`src/rtl/tsp_pkg.sv`:
```
`timescale 1ns / 1ps
`default_nettype none

package tsp_pkg;

  localparam int unsigned MaxElectrodes  = 16;
  localparam int unsigned CountBits      = 16;
  localparam int unsigned CountFieldBits = 16;
  localparam int unsigned ThrBits        = 16;
  localparam int unsigned ScaleBits      = 13;
  localparam int unsigned ElecCntBits    = 5;
  localparam int unsigned ChanBits       = 4;
  localparam int unsigned CfgDataBits    = 16;
  localparam int unsigned CfgIdxBits     = 2;
  localparam int unsigned PtrBits        = $clog2(MaxElectrodes);
  localparam int unsigned SumBits        = CountBits + 1;
  localparam int unsigned StepBits       = $clog2(ScaleBits);

  localparam logic CmdCal  = 1'b0;
  localparam logic CmdScan = 1'b1;

  typedef enum logic [CfgIdxBits-1:0] {
    CFG_THRESHOLD  = 2'd0,
    CFG_FULL_SCALE = 2'd1,
    CFG_ELEC_COUNT = 2'd2
  } cfg_idx_e;

  typedef struct packed {
    logic                 start;
    logic [CountBits-1:0] num;
    logic [SumBits-1:0]   den;
    logic [ScaleBits-1:0] scale;
  } div_req_t;

  typedef struct packed {
    logic                 done;
    logic [ScaleBits-1:0] quot;
    logic                 rem_nz;
  } div_rsp_t;

endpackage

`default_nettype wire

```
`src/rtl/tsp_muldiv.sv`:
```
`timescale 1ns / 1ps
`default_nettype none

// serial num * scale / den, one multiplier bit then one quotient bit per cycle
module tsp_muldiv (
  input  wire logic              clk_i,
  input  wire logic              rst_ni,
  input  wire tsp_pkg::div_req_t req_i,
  output tsp_pkg::div_rsp_t      rsp_o
);
  import tsp_pkg::*;

  typedef enum logic [3:0] {
    PH_IDLE = 4'b0001,
    PH_MUL  = 4'b0010,
    PH_DIV  = 4'b0100,
    PH_DONE = 4'b1000
  } phase_e;

  phase_e               phase_q, phase_d;
  logic [StepBits-1:0]  step_q, step_d;
  logic [SumBits-1:0]   acc_q, acc_d;
  logic [ScaleBits-1:0] lo_q, lo_d;
  logic [CountBits-1:0] num_q, num_d;
  logic [SumBits-1:0]   den_q, den_d;

  logic [SumBits-1:0]   mul_sum;
  logic [SumBits:0]     trial;
  logic [SumBits:0]     diff;
  logic                 ge;
  logic                 last_step;

  assign mul_sum   = {1'b0, acc_q[CountBits-1:0]} + (lo_q[0] ? {1'b0, num_q} : '0);
  assign trial     = {acc_q, lo_q[ScaleBits-1]};
  assign diff      = trial - {1'b0, den_q};
  assign ge        = trial >= {1'b0, den_q};
  assign last_step = step_q == StepBits'(ScaleBits - 1);

  always_comb begin
    phase_d = phase_q;
    step_d  = step_q;
    acc_d   = acc_q;
    lo_d    = lo_q;
    num_d   = num_q;
    den_d   = den_q;
    unique case (phase_q)
      PH_IDLE: begin
        if (req_i.start) begin
          acc_d   = '0;
          lo_d    = req_i.scale;
          num_d   = req_i.num;
          den_d   = req_i.den;
          step_d  = '0;
          phase_d = PH_MUL;
        end
      end
      PH_MUL: begin
        // shift-add, product high half ends in acc, low half in lo
        acc_d  = {1'b0, mul_sum[SumBits-1:1]};
        lo_d   = {mul_sum[0], lo_q[ScaleBits-1:1]};
        step_d = step_q + StepBits'(1);
        if (last_step) begin
          step_d  = '0;
          phase_d = PH_DIV;
        end
      end
      PH_DIV: begin
        // quotient fits scale width, so the high half is already below den
        acc_d  = ge ? diff[SumBits-1:0] : trial[SumBits-1:0];
        lo_d   = {lo_q[ScaleBits-2:0], ge};
        step_d = step_q + StepBits'(1);
        if (last_step) begin
          step_d  = '0;
          phase_d = PH_DONE;
        end
      end
      PH_DONE: begin
        phase_d = PH_IDLE;
      end
      default: begin
        phase_d = PH_IDLE;
      end
    endcase
  end

  always_ff @(posedge clk_i or negedge rst_ni) begin
    if (!rst_ni) begin
      phase_q <= PH_IDLE;
      step_q  <= '0;
    end else begin
      phase_q <= phase_d;
      step_q  <= step_d;
    end
  end

  always_ff @(posedge clk_i) begin
    acc_q <= acc_d;
    lo_q  <= lo_d;
    num_q <= num_d;
    den_q <= den_d;
  end

  assign rsp_o.done   = phase_q == PH_DONE;
  assign rsp_o.quot   = lo_q;
  assign rsp_o.rem_nz = |acc_q;

endmodule

`default_nettype wire

```
`src/rtl/touch_slider_position_core.sv`:
```
`timescale 1ns / 1ps
`default_nettype none

// Two-electrode capacitive slider front end.
// Input channel (in_valid_i / in_stall_o, cmd_i, count_i): one request per
// electrode scan. cmd_i low stores count_i as the baseline of the next
// electrode in calibration order; cmd_i high stores the clamped delta of the
// electrode under scan and advances the scan pointer.
// Output channel (out_valid_o / out_stall_i): one result per request with the
// next channel to scan, the touched flag, the position and the new delta.
// From acceptance a request passes S_EVAL, then S_DIV only when touched,
// then S_HOLD and the output register; the serial multiply/divide unit
// takes one bit per cycle, forming delta0 * full_scale, then the quotient.
// One request is in work at a time; the next is taken the cycle after its
// result enters the output register, while that result may still be
// stalled. The output register holds its result for as long as
// out_stall_i is high. Configuration writes (cfg_we_i) are registered;
// the user must make them only while idle, as the block itself does not
// enforce it. Reset clears both electrode stores and pointers and restores
// threshold 100, full scale 100 and two electrodes.
module touch_slider_position_core (
  input  wire logic                            clk_i,
  input  wire logic                            rst_ni,
  input  wire logic                            cfg_we_i,
  input  wire logic [tsp_pkg::CfgIdxBits-1:0]  cfg_index_i,
  input  wire logic [tsp_pkg::CfgDataBits-1:0] cfg_data_i,
  input  wire logic                            in_valid_i,
  output logic                                 in_stall_o,
  input  wire logic                            cmd_i,
  input  wire logic [tsp_pkg::CountFieldBits-1:0] count_i,
  output logic                                 out_valid_o,
  input  wire logic                            out_stall_i,
  output logic [tsp_pkg::ChanBits-1:0]         next_channel_o,
  output logic                                 touched_o,
  output logic [tsp_pkg::ScaleBits-1:0]        position_o,
  output logic [tsp_pkg::CountFieldBits-1:0]   electrode_delta_o
);
  import tsp_pkg::*;

  typedef enum logic [3:0] {
    S_IDLE = 4'b0001,
    S_EVAL = 4'b0010,
    S_DIV  = 4'b0100,
    S_HOLD = 4'b1000
  } state_e;

  state_e state_q, state_d;

  logic [ThrBits-1:0]     thr_q;
  logic [ScaleBits-1:0]   fs_q;
  logic [ElecCntBits-1:0] ecnt_q;

  logic [CountBits-1:0] base_q [MaxElectrodes];
  logic [CountBits-1:0] delta_q [MaxElectrodes];
  logic [PtrBits-1:0]   scan_ptr_q, cal_ptr_q;

  logic [CountBits-1:0] edelta_q, edelta_d;
  logic                 touched_q, touched_d;
  logic [ScaleBits-1:0] pos_q, pos_d;

  logic                      out_valid_q, out_valid_d;
  logic [ChanBits-1:0]       out_chan_q;
  logic                      out_touched_q;
  logic [ScaleBits-1:0]      out_pos_q;
  logic [CountFieldBits-1:0] out_delta_q;

  logic                 accept;
  logic                 load_out;
  logic [CountBits-1:0] cnt;
  logic [CountBits-1:0] cur_base;
  logic [CountBits-1:0] new_delta;
  logic                 eval_touched;
  logic [ScaleBits-1:0] div_pos;

  div_req_t div_req;
  div_rsp_t div_rsp;

  function automatic logic [PtrBits-1:0] advance(input logic [PtrBits-1:0] p,
                                                  input logic [ElecCntBits-1:0] n);
    logic [ElecCntBits-1:0] lim;
    logic [ElecCntBits-1:0] nxt;
    lim = (n > ElecCntBits'(MaxElectrodes)) ? ElecCntBits'(MaxElectrodes) : n;
    nxt = ElecCntBits'(p) + ElecCntBits'(1);
    return (nxt < lim) ? nxt[PtrBits-1:0] : '0;
  endfunction

  assign in_stall_o = state_q != S_IDLE;
  assign accept     = in_valid_i && !in_stall_o;
  assign cnt        = count_i[CountBits-1:0];
  assign cur_base   = base_q[scan_ptr_q];
  assign new_delta  = (cnt > cur_base) ? (cnt - cur_base) : '0;

  assign eval_touched = (ThrBits'(delta_q[0]) > thr_q) || (ThrBits'(delta_q[1]) > thr_q);

  // both quotients sum to full scale, less one when the division is inexact
  assign div_pos = fs_q - div_rsp.quot - ScaleBits'(div_rsp.rem_nz);

  assign div_req.start = (state_q == S_EVAL) && eval_touched;
  assign div_req.num   = delta_q[0];
  assign div_req.den   = {1'b0, delta_q[0]} + {1'b0, delta_q[1]};
  assign div_req.scale = fs_q;

  tsp_muldiv u_muldiv (
    .clk_i  (clk_i),
    .rst_ni (rst_ni),
    .req_i  (div_req),
    .rsp_o  (div_rsp)
  );

  always_comb begin
    state_d   = state_q;
    edelta_d  = edelta_q;
    touched_d = touched_q;
    pos_d     = pos_q;
    load_out  = 1'b0;
    unique case (state_q)
      S_IDLE: begin
        if (accept) begin
          edelta_d = (cmd_i == CmdScan) ? new_delta : '0;
          state_d  = S_EVAL;
        end
      end
      S_EVAL: begin
        touched_d = eval_touched;
        if (eval_touched) begin
          state_d = S_DIV;
        end else begin
          pos_d   = '0;
          state_d = S_HOLD;
        end
      end
      S_DIV: begin
        if (div_rsp.done) begin
          pos_d   = div_pos;
          state_d = S_HOLD;
        end
      end
      S_HOLD: begin
        if (!out_valid_q || !out_stall_i) begin
          load_out = 1'b1;
          state_d  = S_IDLE;
        end
      end
      default: begin
        state_d = S_IDLE;
      end
    endcase
  end

  always_comb begin
    out_valid_d = out_valid_q;
    if (out_valid_q && !out_stall_i) begin
      out_valid_d = 1'b0;
    end
    if (load_out) begin
      out_valid_d = 1'b1;
    end
  end

  always_ff @(posedge clk_i or negedge rst_ni) begin
    if (!rst_ni) begin
      state_q     <= S_IDLE;
      out_valid_q <= 1'b0;
      thr_q       <= ThrBits'(100);
      fs_q        <= ScaleBits'(100);
      ecnt_q      <= ElecCntBits'(2);
      scan_ptr_q  <= '0;
      cal_ptr_q   <= '0;
      for (int i = 0; i < MaxElectrodes; i++) begin
        base_q[i]  <= '0;
        delta_q[i] <= '0;
      end
    end else begin
      state_q     <= state_d;
      out_valid_q <= out_valid_d;
      if (cfg_we_i) begin
        unique case (cfg_index_i)
          CFG_THRESHOLD:  thr_q  <= cfg_data_i[ThrBits-1:0];
          CFG_FULL_SCALE: fs_q   <= cfg_data_i[ScaleBits-1:0];
          CFG_ELEC_COUNT: ecnt_q <= cfg_data_i[ElecCntBits-1:0];
          default: ;
        endcase
      end
      if (accept) begin
        if (cmd_i == CmdCal) begin
          base_q[cal_ptr_q] <= cnt;
          cal_ptr_q         <= advance(cal_ptr_q, ecnt_q);
        end else begin
          delta_q[scan_ptr_q] <= new_delta;
          scan_ptr_q          <= advance(scan_ptr_q, ecnt_q);
        end
      end
    end
  end

  always_ff @(posedge clk_i) begin
    edelta_q  <= edelta_d;
    touched_q <= touched_d;
    pos_q     <= pos_d;
    if (load_out) begin
      out_chan_q    <= ChanBits'(scan_ptr_q);
      out_touched_q <= touched_q;
      out_pos_q     <= pos_q;
      out_delta_q   <= CountFieldBits'(edelta_q);
    end
  end

  assign out_valid_o       = out_valid_q;
  assign next_channel_o    = out_chan_q;
  assign touched_o         = out_touched_q;
  assign position_o        = out_pos_q;
  assign electrode_delta_o = out_delta_q;

  a_state_onehot: assert property (@(posedge clk_i) disable iff (!rst_ni)
    $onehot(state_q))
    else $error("state register not one-hot");

  a_accept_eval: assert property (@(posedge clk_i) disable iff (!rst_ni)
    accept |=> state_q == S_EVAL)
    else $error("accepted request did not move to evaluation");

  a_done_in_div: assert property (@(posedge clk_i) disable iff (!rst_ni)
    div_rsp.done |-> state_q == S_DIV)
    else $error("divider finished outside the wait state");

  a_untouched_zero: assert property (@(posedge clk_i) disable iff (!rst_ni)
    (out_valid_o && !touched_o) |-> position_o == '0)
    else $error("untouched result carries a nonzero position");

endmodule

`default_nettype wire

```
`config.mk`:
```
export PLATFORM = sky130hd
export DESIGN_NAME = touch_slider_position_core
export DESIGN_NICKNAME = d
export VERILOG_FILES = /design/src/rtl/tsp_pkg.sv /design/src/rtl/tsp_muldiv.sv /design/src/rtl/touch_slider_position_core.sv
export SDC_FILE = /design/constraint.sdc
export NUM_CORES = 1
export LEC_CHECK = 0
export ABC_AREA = 0
export BUFFER_PORTS_ARGS = -buffer_cell sky130_fd_sc_hd__buf_4
export CAP_MARGIN = 20
export CELL_PAD_IN_SITES_DETAIL_PLACEMENT = 1
export CELL_PAD_IN_SITES_GLOBAL_PLACEMENT = 2
export CORE_MARGIN = 3
export CORE_UTILIZATION = 35
export CTS_CLUSTER_SIZE = 24
export DETAILED_ROUTE_END_ITERATION = 8
export GPL_ROUTABILITY_DRIVEN = 0
export PLACE_DENSITY_LB_ADDON = 0.1
export SYNTH_ARGS = -nofsm -noshare
export SYNTH_HDL_FRONTEND = slang
export SYNTH_SLANG_ARGS = --single-unit
```
`constraint.sdc`:
```
create_clock -name clk_i -period 9.5 [get_ports clk_i]
set_clock_uncertainty 0.2 [all_clocks]
set_input_delay 0.475 -clock clk_i [delete_from_list [all_inputs] [get_ports clk_i]]
set_output_delay 0.475 -clock clk_i [all_outputs]
set_load 0.03 [all_outputs]
```
==> flow_metrics.py <==
metrics = {
    "logic_synthesis": {
        "synth.ff_latch_count": 470,
        "synthesis.area_um2": 24430,
        "synth_async_sr_flop_share_pct": 72.98,
        "ys_types": 73,
        "synth_nets": 2091,
        "yosys_warnings": 0,
        "synthCells": 1909,
        "yosysTopAreaCellShare_pct": 34.21,
        "synth_flop_cell": "sky130_fd_sc_hd__dfrtp_1",
        "netlist.top_cell.by_area": "sky130_fd_sc_hd__dfrtp_1",
        "synth_edf_count": 127,
        "ys_seq_area_share_pct": 50.79,
        "leading_cell_types_by_total_area_after_synthesis": "sky130_fd_sc_hd__dfrtp_1 (34%), sky130_fd_sc_hd__edfxtp_1 (16%), sky130_fd_sc_hd__mux2_2 (13%), sky130_fd_sc_hd__mux4_2 (7.4%), sky130_fd_sc_hd__ha_1 (7.0%)",
        "post_synth.cell_area_avg_um2": 12.80,
    },
    "cells_and_area": {
        "areaGrowthSynthToFinish_pct": 15.76,
        "layout_commonest_cell": "sky130_fd_sc_hd__dfrtp_1",
        "most-common-layout-cells": "sky130_fd_sc_hd__dfrtp_1 (332), sky130_fd_sc_hd__mux2_2 (275), sky130_fd_sc_hd__ha_1 (136), sky130_fd_sc_hd__edfxtp_1 (127), sky130_fd_sc_hd__nand2_1 (117)",
        "finish.net_count": 2189,
        "fraction_of_final_layout_cells_with_drive_strength_greater_than_1_pct": 28.65,
        "regArea_um2": 12410,
        "multi_input_area_um2": 11270,
        "layout.filler_cells": 7157,
        "antenna_cells": 0,
    },
    "timing": {
        "max_frequency_ghz": 0.1936,
        "final_period_minus_worst_setup_slack_ps": 5166,
        "setup-violations-final": 0,
        "report.final.hold_viol_count": 0,
        "fin_tns_setup_ps": 0,
        "timing.final.crit_share_pct": 54.38,
        "worst_margin_pin_slew_ps": 1019,
        "unrepaired_setup_endpoints_after_global_routing": "no",
        "hold_ws_ps": 40.79,
        "report.final.slew_viol_count": 0,
        "maxSlewHeadroom_pct": 32.10,
        "smallest_setup_slack_after_layout_ps": 4334,
    },
    "route": {
        "finalWirelength_mm": 67.80,
        "drt-wirelength-per-cell_um": 22.73,
        "via_cell_ratio": 5.210,
        "drtPass1Iterations": 4,
        "drtIter0Drc": 695,
        "drc_errors": 0,
        "ant_nets_after_route": 0,
        "routed-via-count": 15541,
    },
    "worst_setup_path": {
        "nature_of_the_critical_path_endpoint": "flop",
        "rr_startpoint": "scan_ptr_q[0]",
        "crit_fanout": 42,
        "timing.rr.end": "edelta_q[10]",
        "reg2reg_slack_ps": 4330,
        "crit_type": "flop to flop",
        "cp.arrival_ps": 5460,
        "ff2ff_path_depth": 14,
        "setup.worst_path.start_class": "flop",
        "timing.critical_path.required_ps": 9790,
    },
    "clock_tree": {
        "clock_insertion_delay_worst_skew_ps": 640,
        "clock-sinks": 470,
        "cts.repair_timing.setup_buffer_count": 0,
        "clk_pin_slew_worst_paths_ps": 60,
        "htreeDepth": 2,
        "clockBufferDepth": 3,
        "tritoncts.num_buffers": 55,
        "ctsRootBufferMaster": "sky130_fd_sc_hd__clkbuf_16",
        "tritoncts": "built",
    },
    "place": {
        "dpl_worst_slack_ps": 4166,
        "total_of_buffers_placed_on_input_and_output_ports": 75,
        "detailed_place_hpwl_mm": 45.58,
    },
    "grt": {
        "grt-busiest-layer": "met2",
        "grt_use_met1_pct": 23.62,
        "gr-usage-met2_pct": 33.47,
        "first_pass_grt_wire_length_mm": 105.4,
        "grtUsageMet3_pct": 2.416,
        "track_usage_pct": 18.67,
        "grt_antenna_before_repair": 2,
        "grt_start_max_net_pins": 173,
        "vias_in_the_first_global_route": 17138,
        "grt_overflow_total": 0,
    },
    "power": {
        "worst_ir_drop_vdd_mv": 0.1364,
        "power_frac_comb_pct": 36.4,
        "internal_power_mw": 5.372,
        "leakage_nw": 12.39,
        "power.density_nw_per_um2": 293.9,
        "power.clock.fraction_pct": 27.3,
        "p_sw_mw": 2.938,
        "pwr-share-seq_pct": 36.3,
        "sw_frac_of_total_pct": 35.36,
    },
    "outcome": {
        "outcome": "finished clean",
    },
    "min_path": {
        "hold_end": "base_q[68]",
        "hold_path_startpoint": "count_i[4]",
        "worstHoldPathCells": 2,
        "hp-class": "input port to flop",
    },
    "floorplan": {
        "core_region_area_um2": 68830,
        "floorplan.initialDensity_pct": 35.49,
        "die_boundary_height_um": 270.2,
        "ios": 76,
        "die_x_um": 270.2,
        "floorplan.die_area_um2": 73000,
        "placement_rows": 96,
    },
    "job": {
        "cap_violations": 0,
    },
}
-- critical path, cell delays in order, from the launching register on --
cell                      delay [ps]
sky130_fd_sc_hd__dfrtp_4         870
sky130_fd_sc_hd__buf_4           750
sky130_fd_sc_hd__mux4_2          590
sky130_fd_sc_hd__mux4_2          490
sky130_fd_sc_hd__ha_1            220
sky130_fd_sc_hd__inv_1            80
sky130_fd_sc_hd__fa_1            190
sky130_fd_sc_hd__a21o_1          120
sky130_fd_sc_hd__a21oi_1         110
sky130_fd_sc_hd__o21ai_0         200
sky130_fd_sc_hd__a21oi_1         130
sky130_fd_sc_hd__a21oi_1         210
sky130_fd_sc_hd__o21a_1          350
sky130_fd_sc_hd__nand2_1         300
sky130_fd_sc_hd__nor2_1          180
-- sequential cells by signal, summed over array words and instances (netlist names), 13 cells and up --
name               count
u_muldiv.num_q        16
pos_q                 13
thr_q                 16
delta_q               32
u_muldiv.lo_q         13
u_muldiv.acc_q        17
fs_q                  13
electrode_delta_o     16
position_o            13
base_q               256
u_muldiv.den_q        17
edelta_q              16
-- what timing repair did --
| action | 4_1_cts | 5_1_grt |
|---|---|---|
| resized for setup | 0 | 0 |
| hold buffers | 26 | 0 |
| endpoints found under the hold margin | 194 | 0 |
-- cell usage after synthesis (6+ instances only) --
cell type and instances:
sky130_fd_sc_hd__inv_1 116, sky130_fd_sc_hd__o22ai_1 14, sky130_fd_sc_hd__clkbuf_1 49, sky130_fd_sc_hd__buf_4 16
sky130_fd_sc_hd__o21ai_0 80, sky130_fd_sc_hd__nand2_1 117, sky130_fd_sc_hd__nand2b_1 13, sky130_fd_sc_hd__or3_1 8
sky130_fd_sc_hd__nor2b_1 14, sky130_fd_sc_hd__a21o_1 28, sky130_fd_sc_hd__a21oi_1 66, sky130_fd_sc_hd__buf_1 7
sky130_fd_sc_hd__fa_1 6, sky130_fd_sc_hd__nor4_1 6, sky130_fd_sc_hd__nor3_1 22, sky130_fd_sc_hd__buf_2 6
sky130_fd_sc_hd__and3_1 12, sky130_fd_sc_hd__and2_1 18, sky130_fd_sc_hd__nor2_2 12, sky130_fd_sc_hd__nor2_1 87
sky130_fd_sc_hd__o211ai_1 7, sky130_fd_sc_hd__o31ai_1 23, sky130_fd_sc_hd__mux4_2 80, sky130_fd_sc_hd__mux2_2 275
sky130_fd_sc_hd__ha_1 136, sky130_fd_sc_hd__a31oi_1 9, sky130_fd_sc_hd__xor2_1 25, sky130_fd_sc_hd__dfstp_2 9
sky130_fd_sc_hd__nand4_1 14, sky130_fd_sc_hd__a22oi_1 13, sky130_fd_sc_hd__mux2i_1 6, sky130_fd_sc_hd__nand3b_1 6
sky130_fd_sc_hd__edfxtp_1 127, sky130_fd_sc_hd__nand3_1 21, sky130_fd_sc_hd__o21a_1 12, sky130_fd_sc_hd__xnor2_1 41
sky130_fd_sc_hd__dfrtp_1 334
-- through the flow --
stage               instance area (um^2)  util [%]  power [mW]  std cells
finish                             28280     41.09       8.311       2983
CTS                                28220     41.01       8.445       2981
detailed placement                 26000     37.78       6.111       2853
global placement                   26000     37.78       6.018       2853
global route                       28280     41.09       8.903       2983
floorplan                          24430         -       5.146       1909
-- power groups by stage --
stage               combinational, mW  clock [mW]  sequential [mW]
floorplan                        2.30           0             2.85
global placement                 2.97           0             3.05
detailed placement               3.04           0             3.07
CTS                              3.07        2.34             3.03
global route                     3.39        2.43             3.09
finish                           3.03        2.27             3.02
-- area by class of cell --
cell class | count | area share, %
sequential | 470 | 43.90
multi-input combinational | 1242 | 39.84
clock buffer | 74 | 5.513
tap | 931 | 4.119
timing repair buffer | 122 | 3.681
inverter | 116 | 1.540
clock inverter | 28 | 1.411
-- cells by family (layout without fill, tap and decap cells) --
| group | count (synthesis) | in the layout | synth area share [%] |
|---|---|---|---|
| compound gates | 305 | 305 | 8.175 |
| xor+xnor | 66 | 66 | 2.366 |
| fa+ha+maj | 142 | 142 | 7.457 |
| buf+inv | 197 | 340 | 3.432 |
| flops | 470 | 470 | 50.79 |
| mux | 361 | 361 | 20.30 |
| simple gates | 368 | 368 | 7.478 |
-- routing by layer --
| layer | vias up | share of wire, % |
|---|---|---|
| met3 | 95 | 2.5 |
| met5 | - | 0 |
| met1 | 8079 | 44 |
| met4 | 0 | 2.7 |
| met2 | 177 | 51 |
| li1 | 7190 | - |
-- worst max path at each step --
stage	startpoint	endpoint
after global routing	scan_ptr_q[0]	edelta_q[10]
after CTS	scan_ptr_q[0]	edelta_q[3]
after floorplan	thr_q[5]	u_muldiv.acc_q[0]
after global placement	scan_ptr_q[0]	edelta_q[10]
final	scan_ptr_q[0]	edelta_q[10]
after detailed placement	scan_ptr_q[0]	edelta_q[10]
No activity file was read; power rests on OpenSTA's default activity.
